File: config.mk
export PLATFORM = sky130hd
export DESIGN_NAME = eller_maze_row_generator_unit
export DESIGN_NICKNAME = d
export VERILOG_FILES = /design/src/emrg_pkg.sv /design/src/emrg_label_ram.sv /design/src/emrg_row_seq.sv /design/src/eller_maze_row_generator_unit.sv
export SDC_FILE = /design/constraint.sdc
export NUM_CORES = 1
export LEC_CHECK = 0
export BUFFER_PORTS_ARGS = -buffer_cell sky130_fd_sc_hd__buf_2
export CAP_MARGIN = 25
export CORE_MARGIN = 5
export CORE_UTILIZATION = 30
export DETAILED_ROUTE_END_ITERATION = 12
export PLACE_DENSITY = 0.53
export RECOVER_POWER = 100
export SLEW_MARGIN = 15
export SYNTH_ARGS = -nofsm -noshare
export SYNTH_HDL_FRONTEND = slang
export SYNTH_HIERARCHICAL = 1
export SYNTH_SLANG_ARGS = --single-unit
File: constraint.sdc
create_clock -name clk -period 12.2 [get_ports clk]
set_input_delay 1.83 -clock clk [delete_from_list [all_inputs] [get_ports clk]]
set_output_delay 1.83 -clock clk [all_outputs]
set_load 0.03 [all_outputs]
File: src/emrg_pkg.sv
// Shared constants and types of the maze row generator.
`timescale 1ns / 1ps
`default_nettype none

package emrg_pkg;

  localparam int MAX_WIDTH  = 16;
  localparam int LABEL_BITS = 24;
  localparam int CELL_BITS  = $clog2(MAX_WIDTH);
  localparam int CNT_BITS   = $clog2(MAX_WIDTH + 1);

  localparam int RIGHT_BITS    = 15;
  localparam int BOTTOM_BITS   = 16;
  localparam int ROW_BITS      = 16;
  localparam int WIDTH_BITS    = 5;
  localparam int HEIGHT_BITS   = 16;
  localparam int CFG_DATA_BITS = 16;
  localparam int CFG_IDX_BITS  = 1;

  localparam logic [CFG_IDX_BITS-1:0] REG_MAZE_WIDTH  = 1'd0;
  localparam logic [CFG_IDX_BITS-1:0] REG_MAZE_HEIGHT = 1'd1;

  localparam logic [WIDTH_BITS-1:0]  WIDTH_RESET  = 5'd16;
  localparam logic [HEIGHT_BITS-1:0] HEIGHT_RESET = 16'd16;

  typedef logic [LABEL_BITS-1:0] label_t;
  typedef logic [CELL_BITS-1:0]  cell_t;

  typedef struct packed {
    logic [RIGHT_BITS-1:0]  right_draws;
    logic [BOTTOM_BITS-1:0] bottom_draws;
  } in_item_t;

  typedef struct packed {
    logic [RIGHT_BITS-1:0]  right_walls;
    logic [BOTTOM_BITS-1:0] bottom_walls;
    logic [ROW_BITS-1:0]    row_number;
    logic                   last_row;
  } out_item_t;

  typedef struct packed {
    logic [RIGHT_BITS-1:0]  right_draws;
    logic [BOTTOM_BITS-1:0] bottom_draws;
    logic [CNT_BITS-1:0]    width;
    logic                   last;
  } row_job_t;

  typedef struct packed {
    logic [RIGHT_BITS-1:0]  right_walls;
    logic [BOTTOM_BITS-1:0] bottom_walls;
  } row_res_t;

  typedef struct packed {
    logic                 we;
    cell_t                waddr;
    label_t               wdata;
    cell_t                raddr;
    logic [MAX_WIDTH-1:0] clr_mask;
  } lbl_req_t;

endpackage

`default_nettype wire

File: src/emrg_label_ram.sv
// Label memory: one write and one registered read per cycle, with per-entry valid bits.
`timescale 1ns / 1ps
`default_nettype none

module emrg_label_ram (
  input  wire               clk,
  input  wire               rst,
  input  emrg_pkg::lbl_req_t req,
  output emrg_pkg::label_t   rdata
);
  import emrg_pkg::*;

  label_t               mem [MAX_WIDTH];
  logic [MAX_WIDTH-1:0] valid;
  label_t               rd_q;
  logic                 rvalid_q;
  logic                 same_addr;
  logic [MAX_WIDTH-1:0] wr_onehot;

  assign same_addr = req.we && (req.waddr == req.raddr);
  assign wr_onehot = req.we ? (MAX_WIDTH'(1) << req.waddr) : '0;

  always_ff @(posedge clk) begin
    if (req.we) begin
      mem[req.waddr] <= req.wdata;
    end
  end

  always_ff @(posedge clk) begin
    if (same_addr) begin
      rd_q <= req.wdata;
    end else begin
      rd_q <= mem[req.raddr];
    end
  end

  always_ff @(posedge clk) begin
    if (rst) begin
      valid    <= '0;
      rvalid_q <= 1'b0;
    end else begin
      valid    <= (valid & ~req.clr_mask) | wr_onehot;
      rvalid_q <= same_addr | valid[req.raddr];
    end
  end

  assign rdata = rvalid_q ? rd_q : '0;

endmodule

`default_nettype wire

File: src/emrg_row_seq.sv
// Row sequencer: label fill, set merging, bottom wall and hole passes over the label memory.
`timescale 1ns / 1ps
`default_nettype none

module emrg_row_seq (
  input  wire                clk,
  input  wire                rst,
  input  wire                start,
  input  emrg_pkg::row_job_t job,
  input  wire                res_ready,
  output logic               idle,
  output logic               res_load,
  output emrg_pkg::row_res_t res,
  output emrg_pkg::lbl_req_t lbl_req,
  input  emrg_pkg::label_t   lbl_rdata
);
  import emrg_pkg::*;

  localparam logic [3:0] S_IDLE   = 4'd0;
  localparam logic [3:0] S_FILL   = 4'd1;
  localparam logic [3:0] S_MKEY   = 4'd2;
  localparam logic [3:0] S_MLEFT  = 4'd3;
  localparam logic [3:0] S_MEVAL  = 4'd4;
  localparam logic [3:0] S_MSWEEP = 4'd5;
  localparam logic [3:0] S_BKEY   = 4'd6;
  localparam logic [3:0] S_BSCAN  = 4'd7;
  localparam logic [3:0] S_HKEY   = 4'd8;
  localparam logic [3:0] S_HSCAN  = 4'd9;
  localparam logic [3:0] S_CLR    = 4'd10;
  localparam logic [3:0] S_FIN    = 4'd11;

  function automatic label_t label_inc(input label_t v);
    label_t n;
    n = v + 1'b1;
    if (n == '0) begin
      n = LABEL_BITS'(1);
    end
    return n;
  endfunction

  logic [3:0]           state, state_next;
  logic [CNT_BITS-1:0]  cnt, cnt_next;
  cell_t                cur, cur_next;
  logic                 pend, pend_next;
  cell_t                paddr, paddr_next;
  logic                 pkey, pkey_next;
  label_t               left, left_next;
  label_t               rlab, rlab_next;
  logic                 other, other_next;
  logic                 mlast, mlast_next;
  logic [MAX_WIDTH-1:0] rw, rw_next;
  logic [MAX_WIDTH-1:0] bw, bw_next;
  logic [MAX_WIDTH-1:0] rdraw, rdraw_next;
  logic [MAX_WIDTH-1:0] bdraw, bdraw_next;
  logic [CNT_BITS-1:0]  w, w_next;
  logic                 last, last_next;
  label_t               next_label, next_label_next;

  cell_t                wm1;
  logic                 last_step;
  logic                 cur_last;
  logic                 more;
  logic [MAX_WIDTH:0]   wmask_wide;
  logic [MAX_WIDTH-1:0] wmask;
  logic                 pass_end;
  logic                 scan_adv;
  logic                 merge;
  logic                 match;

  assign wm1        = CELL_BITS'(w - CNT_BITS'(1));
  assign last_step  = (CNT_BITS'(cur) + CNT_BITS'(2)) == w;
  assign cur_last   = (cur == wm1);
  assign more       = (cnt < w);
  assign wmask_wide = ((MAX_WIDTH + 1)'(1) << w) - 1'b1;
  assign wmask      = wmask_wide[MAX_WIDTH-1:0];

  always_comb begin
    state_next      = state;
    cnt_next        = cnt;
    cur_next        = cur;
    left_next       = left;
    rlab_next       = rlab;
    other_next      = other;
    mlast_next      = mlast;
    rw_next         = rw;
    bw_next         = bw;
    rdraw_next      = rdraw;
    bdraw_next      = bdraw;
    w_next          = w;
    last_next       = last;
    next_label_next = next_label;
    pend_next       = 1'b0;
    paddr_next      = '0;
    pkey_next       = 1'b0;
    pass_end        = 1'b0;
    scan_adv        = 1'b0;
    merge           = 1'b0;
    match           = 1'b0;
    res_load        = 1'b0;
    lbl_req         = '{we: 1'b0, waddr: paddr, wdata: left, raddr: '0, clr_mask: '0};

    case (state)
      S_IDLE: begin
        if (start) begin
          rdraw_next = MAX_WIDTH'(job.right_draws);
          bdraw_next = MAX_WIDTH'(job.bottom_draws);
          w_next     = job.width;
          last_next  = job.last;
          rw_next    = '0;
          bw_next    = '0;
          cnt_next   = '0;
          state_next = S_FILL;
        end
      end
      S_FILL: begin
        if (more) begin
          pend_next  = 1'b1;
          paddr_next = CELL_BITS'(cnt);
          cnt_next   = cnt + 1'b1;
        end
        if (pend) begin
          if (lbl_rdata == '0) begin
            lbl_req.we      = 1'b1;
            lbl_req.wdata   = next_label;
            next_label_next = label_inc(next_label);
          end
          if (paddr == wm1) begin
            mlast_next = 1'b0;
            state_next = S_MKEY;
          end
        end
      end
      S_MKEY: begin
        pend_next  = 1'b1;
        paddr_next = '0;
        cur_next   = '0;
        state_next = S_MLEFT;
      end
      S_MLEFT: begin
        left_next = lbl_rdata;
        if (w == CNT_BITS'(1)) begin
          pass_end = 1'b1;
        end else begin
          pend_next  = 1'b1;
          paddr_next = CELL_BITS'(1);
          state_next = S_MEVAL;
        end
      end
      S_MEVAL: begin
        if (mlast) begin
          merge = (left != lbl_rdata);
        end else begin
          merge = !(rdraw[cur] || (left == lbl_rdata));
        end
        if (merge) begin
          rw_next[cur] = 1'b0;
          rlab_next    = lbl_rdata;
          cnt_next     = '0;
          state_next   = S_MSWEEP;
        end else begin
          if (!mlast) begin
            rw_next[cur] = 1'b1;
          end
          left_next = lbl_rdata;
          pass_end  = last_step;
        end
      end
      S_MSWEEP: begin
        if (more) begin
          pend_next  = 1'b1;
          paddr_next = CELL_BITS'(cnt);
          cnt_next   = cnt + 1'b1;
        end
        if (pend) begin
          if (lbl_rdata == rlab) begin
            lbl_req.we = 1'b1;
          end
          if (paddr == wm1) begin
            pass_end = last_step;
          end
        end
      end
      S_BKEY: begin
        if (bdraw[cur]) begin
          pend_next  = 1'b1;
          pkey_next  = 1'b1;
          paddr_next = cur;
          other_next = 1'b0;
          cnt_next   = '0;
          state_next = S_BSCAN;
        end else begin
          scan_adv = 1'b1;
        end
      end
      S_BSCAN: begin
        if (more) begin
          pend_next  = 1'b1;
          paddr_next = CELL_BITS'(cnt);
          cnt_next   = cnt + 1'b1;
        end
        if (pend) begin
          if (pkey) begin
            rlab_next = lbl_rdata;
          end else begin
            match = (lbl_rdata == rlab) && (paddr != cur);
            if (paddr == wm1) begin
              bw_next[cur] = other | match;
              scan_adv     = 1'b1;
            end else begin
              other_next = other | match;
            end
          end
        end
      end
      S_HKEY: begin
        if (bw[cur]) begin
          pend_next  = 1'b1;
          pkey_next  = 1'b1;
          paddr_next = cur;
          other_next = 1'b0;
          cnt_next   = '0;
          state_next = S_HSCAN;
        end else begin
          scan_adv = 1'b1;
        end
      end
      S_HSCAN: begin
        if (more) begin
          pend_next  = 1'b1;
          paddr_next = CELL_BITS'(cnt);
          cnt_next   = cnt + 1'b1;
        end
        if (pend) begin
          if (pkey) begin
            rlab_next = lbl_rdata;
          end else begin
            match = (lbl_rdata == rlab) && !bw[paddr];
            if (paddr == wm1) begin
              if (!(other | match)) begin
                bw_next[cur] = 1'b0;
              end
              scan_adv = 1'b1;
            end else begin
              other_next = other | match;
            end
          end
        end
      end
      S_CLR: begin
        if (last) begin
          lbl_req.clr_mask = '1;
          next_label_next  = LABEL_BITS'(1);
          bw_next          = wmask;
        end else begin
          lbl_req.clr_mask = bw;
        end
        state_next = S_FIN;
      end
      S_FIN: begin
        if (res_ready) begin
          res_load   = 1'b1;
          state_next = S_IDLE;
        end
      end
      default: begin
        state_next = S_IDLE;
      end
    endcase

    if (state == S_MEVAL || state == S_MSWEEP) begin
      if ((state == S_MEVAL && !merge) || (state == S_MSWEEP && pend && paddr == wm1)) begin
        if (!last_step) begin
          cur_next   = CELL_BITS'(cur + 1'b1);
          pend_next  = 1'b1;
          paddr_next = CELL_BITS'(CNT_BITS'(cur) + CNT_BITS'(2));
          state_next = S_MEVAL;
        end
      end
    end

    if (pass_end) begin
      if (mlast) begin
        state_next = S_CLR;
      end else if (last) begin
        mlast_next = 1'b1;
        state_next = S_MKEY;
      end else begin
        cur_next   = '0;
        state_next = S_BKEY;
      end
    end

    if (scan_adv) begin
      if (cur_last) begin
        cur_next   = '0;
        state_next = (state == S_BKEY || state == S_BSCAN) ? S_HKEY : S_CLR;
      end else begin
        cur_next   = CELL_BITS'(cur + 1'b1);
        state_next = (state == S_BKEY || state == S_BSCAN) ? S_BKEY : S_HKEY;
      end
    end

    lbl_req.raddr = paddr_next;
  end

  always_ff @(posedge clk) begin
    if (rst) begin
      state      <= S_IDLE;
      pend       <= 1'b0;
      next_label <= LABEL_BITS'(1);
    end else begin
      state      <= state_next;
      pend       <= pend_next;
      next_label <= next_label_next;
    end
  end

  always_ff @(posedge clk) begin
    cnt   <= cnt_next;
    cur   <= cur_next;
    paddr <= paddr_next;
    pkey  <= pkey_next;
    left  <= left_next;
    rlab  <= rlab_next;
    other <= other_next;
    mlast <= mlast_next;
    rw    <= rw_next;
    bw    <= bw_next;
    rdraw <= rdraw_next;
    bdraw <= bdraw_next;
    w     <= w_next;
    last  <= last_next;
  end

  assign idle = (state == S_IDLE);
  assign res  = '{right_walls: rw[RIGHT_BITS-1:0], bottom_walls: BOTTOM_BITS'(bw)};

endmodule

`default_nettype wire

File: src/eller_maze_row_generator_unit.sv
// Top level of the maze row generator: configuration, row counter and result register.
// Usage:
//   The draw channel takes one row of wall draws per transfer; the row channel returns
//   one finished row per draw transfer, in order, with its row number and last-row flag.
//   Configuration writes (maze_width at index 0, maze_height at index 1) must be made
//   only while no row is in flight; a write takes effect with the next draw transfer.
//   One row at a time: a draw is taken only while the sequencer is idle. An inner row
//   makes a further pass for each set merge, each bottom draw and each bottom wall left
//   after the draw pass; a last row makes a further pass for each merge. The next draw
//   is taken in the cycle after the result loads; every pass walks the single-read-port
//   label memory one cell per cycle.
//   The row result sits in an output register, so the next draw transfer is accepted
//   while a finished row waits. If the receiver stalls, the following row completes and
//   then waits inside the block until the register frees up.
//   Reset clears all labels through valid bits, sets the next label to one, the row
//   counter to zero and both configuration registers to 16.
`timescale 1ns / 1ps
`default_nettype none

module eller_maze_row_generator_unit (
  input  wire                                        clk,
  input  wire                                        rst,
  input  wire                                        draw_valid,
  output logic                                       draw_ready,
  input  emrg_pkg::in_item_t                         draw,
  output logic                                       row_valid,
  input  wire                                        row_ready,
  output emrg_pkg::out_item_t                        row,
  input  wire                                        cfg_we,
  input  wire [emrg_pkg::CFG_IDX_BITS-1:0]           cfg_index,
  input  wire [emrg_pkg::CFG_DATA_BITS-1:0]          cfg_data
);
  import emrg_pkg::*;

  logic [WIDTH_BITS-1:0]  maze_width;
  logic [HEIGHT_BITS-1:0] maze_height;
  logic [ROW_BITS-1:0]    row_counter;
  logic                   last_q;
  logic [HEIGHT_BITS-1:0] h_m1;
  logic [CNT_BITS-1:0]    job_w;
  row_job_t               job;
  row_res_t               res;
  lbl_req_t               lbl_req;
  label_t                 lbl_rdata;
  logic                   seq_idle;
  logic                   res_load;
  logic                   res_ready;
  logic                   start;

  always_comb begin
    if (maze_width == '0) begin
      job_w = CNT_BITS'(1);
    end else if (32'(maze_width) > MAX_WIDTH) begin
      job_w = CNT_BITS'(MAX_WIDTH);
    end else begin
      job_w = CNT_BITS'(maze_width);
    end
  end

  assign h_m1       = (maze_height == '0) ? '0 : maze_height - 1'b1;
  assign draw_ready = seq_idle;
  assign start      = draw_valid && draw_ready;
  assign res_ready  = !row_valid || row_ready;
  assign job        = '{right_draws: draw.right_draws, bottom_draws: draw.bottom_draws,
                        width: job_w, last: (row_counter >= h_m1)};

  always_ff @(posedge clk) begin
    if (rst) begin
      maze_width  <= WIDTH_RESET;
      maze_height <= HEIGHT_RESET;
    end else if (cfg_we) begin
      case (cfg_index)
        REG_MAZE_WIDTH: begin
          maze_width <= cfg_data[WIDTH_BITS-1:0];
        end
        REG_MAZE_HEIGHT: begin
          maze_height <= cfg_data[HEIGHT_BITS-1:0];
        end
        default: begin
        end
      endcase
    end
  end

  always_ff @(posedge clk) begin
    if (rst) begin
      row_counter <= '0;
      row_valid   <= 1'b0;
    end else begin
      if (res_load) begin
        row_valid   <= 1'b1;
        row_counter <= last_q ? '0 : row_counter + 1'b1;
      end else if (row_ready) begin
        row_valid <= 1'b0;
      end
    end
  end

  always_ff @(posedge clk) begin
    if (start) begin
      last_q <= job.last;
    end
    if (res_load) begin
      row <= '{right_walls: res.right_walls, bottom_walls: res.bottom_walls,
               row_number: row_counter, last_row: last_q};
    end
  end

  emrg_row_seq u_seq (
    .clk       (clk),
    .rst       (rst),
    .start     (start),
    .job       (job),
    .res_ready (res_ready),
    .idle      (seq_idle),
    .res_load  (res_load),
    .res       (res),
    .lbl_req   (lbl_req),
    .lbl_rdata (lbl_rdata)
  );

  emrg_label_ram u_ram (
    .clk   (clk),
    .rst   (rst),
    .req   (lbl_req),
    .rdata (lbl_rdata)
  );

endmodule

`default_nettype wire

==> run metrics, run 1 <==
Arrival @ worst endpoint=8.69 ns; hold wc startpoint=u_seq/rw[12]$_SDFFCE_PN0P_; outcome=finished with violations; Hold Path End=row[45]$_DFFE_PP_; P_leak=10.44 nW; crit-path max FO=31; WHS=0.4568 ns; synthesized instance count=1979; Pwr Density=158.9 mW/mm²; vias in the first global route=17605; via density per instance=5.067; P&R area growth vs syn=14.69%; failing checks=max-capacitance violations, max-slew violations; Clock Sinks=653; global-route wire length before repair=111800 µm; WHS Path Cells=0; largest net degree at the start of global routing=56; FF-to-FF path depth=12; Nets=2166; Max-Cap Viols=4; total global routing overflow=0; #FFs+latches synth=653; FILL cells=9105; Final setup viols=0; layout cells sized above 1=15.26%; vias=17202; I/O pin cnt=103; Crit Reg-Reg Endpoint=u_ram/mem[14][0]$_DFFE_PP_; WL/cell=21.75 µm; TritonCTS Buffers=72; sequential area share after synthesis=65.15%; Mean Syn Cell Area=14.45 µm²; Mapped Area=0.02859 mm²; Rel. slew slack=-106.5%; worst vdd ir=0.08768 mV; Tcrit/Tclk final=69.37%; CTS tree=built; crit path capture type=flop; top cell type by total area after synthesis=edfxtp_1; # diodes=0; fraction of registers with async set or reset after synthesis=0%; row cnt=113; Initial Util=30.14%; setup TNS=0 ns; Total GRT Usage=14.16%; Hold Path Class=reg -> reg; EDFF count, synth=555; CP Launch Type=flop; Final Hold Vio Count=0; post_cts resized=0; die area=0.1016 mm²; share of the synthesized area in the top cell type=58.29%; hold buffers post-CTS=0; Clock Latency Late Sink=0.63 ns; Distinct cells, synth=80; Total Routed Length=73840 µm; DRT iter0 DRCs=1347; Max Root-Sink Buffers=3; antenna violations before repair=2; Worst R2R Setup Slack=3.74 ns; ys flop type=edfxtp_1; Worst-Margin Slew=3.097 ns; HPWL Detailed=49100 µm; Die W=318.7 µm; synth top area cells=edfxtp_1 58%, mux4_2 9.1%, dfxtp_1 6.9%, nand2_1 2.6%, mux2i_1 2.4%; CTS clk-pin slew, worst paths=0.06 ns; IO Port Bufs=102; GPL Wtd Cong=0.8986; syn_nets=2070; critical path type=reg -> reg; First-pass DRT Iterations=7; clock skew=0.04013 ns; post-route minimum period=8.463 ns; RSZ-0062 raised after global routing=no; Die Height=318.7 µm; Final Max Tran Viols=151; CTS root buf=clkbuf_16; Max Clk Rate=118.2 MHz; Post-CTS Setup Inserts=0; Worst Path Required=12.42 ns; H-tree depth=3; CORE AREA=0.09487 mm²; Post-DRT Antenna Nets=0; DRC viols=0; Synth warnings=6
-- synthesized netlist by cell type, types with 23 or more instances --
| master | instances |
|---|---|
| inv_1 | 38 |
| xor2_1 | 38 |
| nor4_1 | 23 |
| dfxtp_1 | 98 |
| nand2_1 | 199 |
| ha_1 | 38 |
| nor3_1 | 30 |
| edfxtp_1 | 555 |
| a21oi_1 | 83 |
| xnor2_1 | 67 |
| nand4_1 | 32 |
| nand3_1 | 36 |
| o22ai_1 | 33 |
| o21ai_0 | 45 |
| mux2i_1 | 69 |
| mux4_2 | 115 |
| clkbuf_1 | 66 |
| nor2_1 | 143 |
| buf_2 | 26 |
-- sequential cells by signal, summed over array words and instances (netlist names), 4 cells and up, named ones only --
signal / cells
maze_width: 5
row: 48
u_seq/bdraw: 16
u_seq/rdraw: 15
maze_height: 16
u_seq/paddr: 4
u_seq/w: 5
u_ram/mem: 384
u_seq/rw: 15
u_seq/cnt: 5
u_seq/left: 24
u_seq/cur: 4
u_seq/bw: 16
u_seq/next_label: 24
row_counter: 16
u_ram/valid: 16
u_seq/state: 4
u_seq/rlab: 24
-- cell families after synthesis --
family	count (synthesis)	synth area share [%]
multiplexers	186	11.55
buffers and inverters	145	2.337
adder cells (fa/ha/maj)	38	1.663
flip-flops	653	65.15
XOR/XNOR	105	3.216
AO/OA/AOI/OAI	284	6.542
AND/OR/NAND/NOR	568	9.540
-- worst max path at each step --
stage / start / to / cells past startpoint
finish: flop / u_ram/mem[14][0]$_DFFE_PP_ / 12
global route: flop / u_ram/rvalid_q$_SDFF_PP0_ / 15
CTS: flop / u_ram/mem[13][5]$_DFFE_PP_ / 11
detailed placement: flop / u_ram/mem[13][11]$_DFFE_PP_ / 11
global placement: flop / u_ram/rvalid_q$_SDFF_PP0_ / 15
floorplan: flop / u_ram/mem[0][0]$_DFFE_PP_ / 13
-- where the power goes --
group,leakage (nW),switching (mW),internal [mW],total (mW)
combinational,3.36,0.279,0.192,0.471
sequential,5.89,0.0674,2.44,2.51
clock,1.19,0.904,1.32,2.23
total,10.4,1.25,3.96,5.21
-- cell usage in the layout (no fill, tap or decap), types with 7 or more instances in the layout --
| cell type | count |
|---|---|
| nor4_1 | 25 |
| clkbuf_8 | 7 |
| nand2b_1 | 19 |
| clkbuf_1 | 72 |
| o21ai_0 | 47 |
| or3_1 | 13 |
| inv_1 | 38 |
| nor2_1 | 130 |
| mux2i_1 | 69 |
| xor2_1 | 38 |
| o22ai_1 | 33 |
| nand3_1 | 36 |
| nand2_1 | 199 |
| edfxtp_1 | 555 |
| o21a_1 | 20 |
| ha_1 | 38 |
| clkinv_2 | 8 |
| nand3b_1 | 8 |
| a32oi_1 | 11 |
| buf_4 | 18 |
| clkbuf_16 | 73 |
| bufinv_16 | 8 |
| buf_2 | 50 |
| nand4_1 | 32 |
| a21o_1 | 10 |
| and3_1 | 10 |
| dfxtp_1 | 96 |
| a21oi_1 | 84 |
| mux4_2 | 115 |
| nor2_4 | 13 |
| nor3_1 | 28 |
| xnor2_1 | 67 |
| nor2b_1 | 15 |
| a311oi_1 | 8 |
| clkinv_1 | 11 |
-- metal layers --
metal	vias up	GRT usage, %	wire [µm]	part of all wire (%)
li1	7796	-	-	-
met4	0	4.244	1947	2.6
met3	115	2.142	3779	5.1
met2	505	24.17	36830	50
met1	8786	18.79	31290	42
met5	-	0	0	0
-- worst max-delay path, stage by stage, from the launching register on --
cell and delay [ns]:
dfxtp_1 1.37, clkbuf_1 1.98, mux4_2 0.71, mux2i_1 0.34
o22ai_1 0.17, clkbuf_1 0.25, xnor2_1 0.26, nand4_1 0.12
nor4_1 0.52, a31oi_1 0.17, nor3_1 0.58, nand3_1 0.58
nor2_4 0.94
-- area by class of cell --
cell class	instances	area, µm²	area share [%]
repair buffers	129	614.3	1.873
clock buffers	91	1964	5.990
well taps	1265	1583	4.826
flip-flops and latches	653	18640	56.83
inverters	38	142.6	0.4349
multi-input cells	1181	9358	28.53
clock inverters	38	496.7	1.515
-- through the flow --
| stage | utilization [%] | total power, mW | worst slack (ns) | instances | instance area [µm²] |
|---|---|---|---|---|---|
| floorplan | - | 2.889 | 6.873 | 1979 | 28590 |
| global placement | 32.13 | 3.025 | 5.810 | 3263 | 30480 |
| detailed placement | 32.19 | 3.034 | 5.804 | 3266 | 30540 |
| CTS | 34.78 | 5.273 | 5.783 | 3395 | 33000 |
| global route | 34.57 | 5.414 | 2.894 | 3395 | 32790 |
| finish | 34.57 | 5.210 | 3.737 | 3395 | 32790 |
(Power assumes the default switching activity.)
==> run 2: changes to the inputs <==
==> constraint.sdc (replaced) <==
create_clock -name clk -period 8 [get_ports clk]
set_input_delay 1.2 -clock clk [delete_from_list [all_inputs] [get_ports clk]]
set_output_delay 1.2 -clock clk [all_outputs]
set_load 0.03 [all_outputs]
==> run 2 against run 1 <==
The run still ends with max-capacitance violations, max-slew violations left. Routed wire length decreased by 4.4%. Cell count rose by 0.47%. Die area stayed put. Global-route usage shrank 0.61 points. First-iteration DRC count down 6.4%. Critical path type unchanged. Largest cell class unchanged.
==> run metrics, run 2 (same netlist as run 1, synthesis figures left out) <==
global-route wire length before repair=108500 µm (was 111800 µm); DRT iter0 DRCs=1261 (was 1347); Clock Latency Late Sink=0.62 ns (was 0.63 ns); hold buffers post-CTS=0 (unchanged); post_cts resized=0 (unchanged); Final Hold Vio Count=0 (unchanged); setup TNS=0 ns (unchanged); I/O pin cnt=103 (unchanged); largest net degree at the start of global routing=75 (was 56); crit path capture type=flop (unchanged); commonest non-fill, non-tap cell in the layout=edfxtp_1 (unchanged); First-pass DRT Iterations=5 (was 7); TritonCTS Buffers=72 (unchanged); Nets=2178 (was 2166); DRC viols=0 (unchanged); Final Max Tran Viols=231 (was 151); Max Root-Sink Buffers=3 (unchanged); Worst-Margin Slew=3.523 ns (was 3.097 ns); CTS root buf=clkbuf_16 (unchanged); layout cells sized above 1=15.47% (was 15.26%); die area=0.1016 mm² (unchanged); critical path type=reg -> reg (unchanged); Arrival @ worst endpoint=6.99 ns (was 8.69 ns); # diodes=0 (unchanged); antenna violations before repair=0 (was 2); Critical Path Most Common Cell=nor3_1 (was clkbuf_1); Post-CTS Setup Inserts=0 (unchanged); Tcrit/Tclk final=84.59% (was 69.37%); RSZ-0062 raised after global routing=no (unchanged); clock skew=0.03181 ns (was 0.04013 ns); Hold Path Class=reg -> reg (unchanged); Die Height=318.7 µm (unchanged); Crit-path slowest cell=dfxtp_1 (was clkbuf_1); via density per instance=5.009 (was 5.067); row cnt=113 (unchanged); Post-DRT Antenna Nets=0 (unchanged); IO Port Bufs=102 (unchanged); Pwr Density=237.5 mW/mm² (was 158.9 mW/mm²); Clock Sinks=653 (unchanged); Max Clk Rate=147.8 MHz (was 118.2 MHz); Total Routed Length=70580 µm (was 73840 µm); total global routing overflow=0 (unchanged); P&R area growth vs syn=14.96% (was 14.69%); Final Instance Area=0.03287 mm² (was 0.03279 mm²); Max-Cap Viols=6 (was 4); WHS=0.4548 ns (was 0.4568 ns); family with the most delay on the worst path=simple AND/OR/NAND/NOR gates (unchanged); Placed Area=0.03060 mm² (was 0.03054 mm²); Rel. slew slack=-134.9% (was -106.5%); WL/cell=20.69 µm (was 21.75 µm); commonest cells after routing, fill and taps aside=555 x edfxtp_1, 199 x nand2_1, 132 x nor2_1 (was 555 x edfxtp_1, 199 x nand2_1, 130 x nor2_1); failing checks=max-capacitance violations, max-slew violations (unchanged); outcome=finished with violations (unchanged); CTS tree=built (unchanged); Crit path largest cell delay=1.90 ns (was 1.98 ns); worst vdd ir=0.1567 mV (was 0.08768 mV); worst-path cell chain=buf_4, mux2i_1, o22ai_1, xnor2_1, nand4_1, nor4_1, a31oi_1, nor3_1, or3b_2, nor3_1, clkbuf_2 (was clkbuf_1, mux4_2, mux2i_1, o22ai_1, clkbuf_1, xnor2_1, nand4_1, nor4_1, a31oi_1, nor3_1, nand3_1, nor2_4); Initial Util=30.14% (unchanged); top flop regs=u_ram/mem (384), row (48) (unchanged); Most flops, register=u_ram/mem (unchanged); P_leak=10.47 nW (was 10.44 nW); Worst Path Required=8.22 ns (was 12.42 ns); Die W=318.7 µm (unchanged); H-tree depth=3 (unchanged); CP Launch Type=flop (unchanged); Total GRT Usage=13.56% (was 14.16%); GPL Wtd Cong=0.8294 (was 0.8986); max FFs per register=384 (unchanged); vias in the first global route=17488 (was 17605); CORE AREA=0.09487 mm² (unchanged); CP bufs+invs=2 (unchanged); crit-path max FO=33 (was 31); post-route minimum period=6.767 ns (was 8.463 ns); Final setup viols=0 (unchanged); CTS clk-pin slew, worst paths=0.06 ns (about the same); HPWL Detailed=46000 µm (was 49100 µm); vias=17086 (was 17202)
run 2: per-stage QoR:
step	std cells	power [mW]	util [%]	worst slack (ns)
floorplan	1979	4.405	-	2.673
global placement	3271	4.606	32.22	2.203
detailed placement	3273	4.617	32.25	2.102
CTS	3406	7.908	34.74	2.075
global route	3411	8.117	34.65	0.8325
finish	3411	7.806	34.65	1.233
run 2: final cells by class:
cell class	instances	area, µm²
Clock inverter	53	529.3
Inverter	38	142.6
Fill cell	9103	62000
Sequential cell	653	18640
Tap cell	1265	1583
Timing Repair Buffer	141	804.5
Multi-Input combinational cell	1181	9344
Clock buffer	80	1832
run 2: power breakdown:
group	switching [mW]	internal, mW	total, mW	leakage (nW)
registers	0.0912	3.73	3.82	5.89
clock network	1.39	1.88	3.27	1.13
logic	0.425	0.296	0.721	3.45
total	1.91	5.90	7.81	10.5
run 2: routing by layer:
metal / GRT usage (%) / share of wire [%] / up-vias
met1: 18.80 / 45 / 8730
met2: 22.35 / 48 / 434
met3: 2.288 / 5.2 / 92
li1: - / - / 7830
met5: 0 / 0 / -
met4: 3.417 / 1.8 / 0
run 2: path summary, 6_finish.rpt:
path,cells past startpoint,from,to,slack [ns]
worst max register to register,11,flop,u_ram/mem[0][21]$_DFFE_PP_,1.23
worst min-delay path,0,u_seq/rw[10]$_SDFFCE_PN0P_,row[43]$_DFFE_PP_,0.45
worst min register to register,0,u_seq/rw[10]$_SDFFCE_PN0P_,row[43]$_DFFE_PP_,0.45
worst max-delay path,11,flop,u_ram/mem[0][21]$_DFFE_PP_,1.23
==> run 3: changes to the inputs <==
==> constraint.sdc (replaced) <==
create_clock -name clk -period 6.3 [get_ports clk]
set_input_delay 0.945 -clock clk [delete_from_list [all_inputs] [get_ports clk]]
set_output_delay 0.945 -clock clk [all_outputs]
set_load 0.03 [all_outputs]
==> run 3 against run 2 <==
The run still ends with max-capacitance violations, max-slew violations left. Hold slack better by 0.0055 ns. Global-route usage up 0.45 points. Non-clock buffer count up 20. Core utilization up 0.19 points. Flip-flop and latch count unchanged. Critical endpoint is now u_seq/rlab[14]$_DFFE_PP_. Highest routed layer unchanged.
==> run metrics, run 3 (same netlist as run 1, synthesis figures left out) <==
outcome=finished with violations (unchanged); failing checks=max-capacitance violations, max-slew violations (unchanged); TritonCTS Buffers=73 (was 72); vias in the first global route=17569 (was 17488); IO Port Bufs=102 (unchanged); antenna violations before repair=0 (unchanged); commonest non-fill, non-tap cell in the layout=edfxtp_1 (unchanged); Nets=2199 (was 2178); die area=0.1016 mm² (unchanged); total global routing overflow=0 (unchanged); vias=17412 (was 17086); Final setup viols=0 (unchanged); Final Max Tran Viols=147 (was 231); setup TNS=0 ns (unchanged); I/O pin cnt=103 (unchanged); Clock Latency Late Sink=0.62 ns (about the same); post_cts resized=0 (unchanged); max FFs per register=384 (unchanged); Total GRT Usage=14.01% (was 13.56%); GPL Wtd Cong=0.8805 (was 0.8294); Final Hold Vio Count=0 (unchanged); via density per instance=5.076 (was 5.009); Pwr Density=301.2 mW/mm² (was 237.5 mW/mm²); Initial Util=30.14% (unchanged); First-pass DRT Iterations=5 (unchanged); critical path type=reg -> reg (unchanged); post-route minimum period=5.463 ns (was 6.767 ns); Max Root-Sink Buffers=3 (unchanged); Die Height=318.7 µm (unchanged); P_leak=10.59 nW (was 10.47 nW); family with the most delay on the worst path=buffers and inverters (was simple AND/OR/NAND/NOR gates); clock skew=0.03487 ns (was 0.03181 ns); CTS root buf=clkbuf_16 (unchanged); Clock Sinks=653 (unchanged); crit-path max FO=30 (was 33); commonest cells after routing, fill and taps aside=555 x edfxtp_1, 199 x nand2_1, 139 x nor2_1 (was 555 x edfxtp_1, 199 x nand2_1, 132 x nor2_1); HPWL Detailed=47170 µm (was 46000 µm); Crit path largest cell delay=1.10 ns (was 1.90 ns); Worst Path Required=6.49 ns (was 8.22 ns); H-tree depth=3 (unchanged); P&R area growth vs syn=15.60% (was 14.96%); Critical Path Most Common Cell=clkbuf_1 (was nor3_1); Max Clk Rate=183.1 MHz (was 147.8 MHz); Crit-path slowest cell=clkbuf_1 (was dfxtp_1); Arrival @ worst endpoint=5.65 ns (was 6.99 ns); Max-Cap Viols=5 (was 6); worst-path cell chain=buf_12, clkbuf_1, mux4_2, mux2i_1, o22ai_1, xor2_1, nor4_1, buf_4, a31oi_1, clkbuf_1, nand2_1, nand2_1, clkbuf_1 (was buf_4, mux2i_1, o22ai_1, xnor2_1, nand4_1, nor4_1, a31oi_1, nor3_1, or3b_2, nor3_1, clkbuf_2); Post-DRT Antenna Nets=0 (unchanged); worst vdd ir=0.1958 mV (was 0.1567 mV); Rel. slew slack=-78.56% (was -134.9%); CP Launch Type=flop (unchanged); Hold Path Class=reg -> reg (unchanged); CORE AREA=0.09487 mm² (unchanged); CP bufs+invs=5 (was 2); global-route wire length before repair=110800 µm (was 108500 µm); row cnt=113 (unchanged); Worst-Margin Slew=2.677 ns (was 3.523 ns); Total Routed Length=73110 µm (was 70580 µm); DRT iter0 DRCs=1567 (was 1261); Tcrit/Tclk final=86.71% (was 84.59%); crit path capture type=flop (unchanged); layout cells sized above 1=15.81% (was 15.47%); top flop regs=u_ram/mem (384), row (48) (unchanged); Post-CTS Setup Inserts=0 (unchanged); largest net degree at the start of global routing=53 (was 75); CTS clk-pin slew, worst paths=0.06 ns (about the same); Final Total Pwr=9.956 mW (was 7.806 mW); hold buffers post-CTS=0 (unchanged); Most flops, register=u_ram/mem (unchanged); DRC viols=0 (unchanged); RSZ-0062 raised after global routing=no (unchanged); Die W=318.7 µm (unchanged); WL/cell=21.31 µm (was 20.69 µm); CTS tree=built (unchanged)
[run 3: changes by cell type in the layout (fill, tap and decap cells not counted), moves of 4 or more]
cell        change
buf_12         +12
clkbuf_1       +11
buf_4           +9
clkinv_1        -9
nor2_4          -8
nor2_1          +7
buf_16          -4
clkinvlp_4      -4
[run 3: path summary, 6_finish.rpt]
kind,cells after the start,startpoint,endpoint,slack [ns]
min reg2reg,0,u_seq/rw[11]$_SDFFCE_PN0P_,row[44]$_DFFE_PP_,0.46
max,13,flop,u_seq/rlab[14]$_DFFE_PP_,0.84
min,0,u_seq/rw[11]$_SDFFCE_PN0P_,row[44]$_DFFE_PP_,0.46
max reg2reg,13,flop,u_seq/rlab[14]$_DFFE_PP_,0.84
[run 3: power breakdown]
| part | leakage, nW | switching (mW) | internal [mW] |
|---|---|---|---|
| registers | 5.89 | 0.0995 | 4.73 |
| logic | 3.55 | 0.566 | 0.380 |
| clock network | 1.15 | 1.76 | 2.42 |
| total | 10.6 | 2.42 | 7.53 |
[run 3: worst register-to-register path, cell delays in order (launching register included)]
cell and delay, ns:
dfxtp_4 0.71, buf_12 0.28, clkbuf_1 0.38, mux4_2 0.29, mux2i_1 0.07, o22ai_1 0.67
xor2_1 0.20, nor4_1 0.10, buf_4 0.15, a31oi_1 0.15, clkbuf_1 0.72, nand2_1 0.13
nand2_1 0.09, clkbuf_1 1.10
[run 3: through the flow]
stage                     hold WS [ns]  cell area (µm²)  util (%)  setup slack, ns  instances
final                           0.4603            33050     34.84           0.8371       3430
after global placement          0.4408            30930     32.60            1.062       3298
after CTS                       0.4547            33310     35.11            1.016       3428
after global routing            0.4602            33050     34.83           0.4125       3428
after floorplan                 0.4267            28590         -           0.9732       1979
after detailed placement        0.4499            30930     32.61            1.074       3298
[run 3: layout make-up]
class / instances / area, µm²
clock inverter: 42 / 480.5
antenna: 2 / 5.005
multi-input combinational: 1181 / 9298
tap: 1265 / 1583
fill: 9046 / 61820
sequential: 653 / 18640
clock buffer: 88 / 1893
timing repair buffer: 161 / 1011
inverter: 38 / 142.6
[run 3: routing by layer]
metal	routed length, µm	vias to the layer above	track usage [%]
met1	32160	8928	19.22
li1	-	7851	-
met5	0	-	0
met3	4237	99	2.529
met4	1295	0	3.242
met2	35420	534	23.32
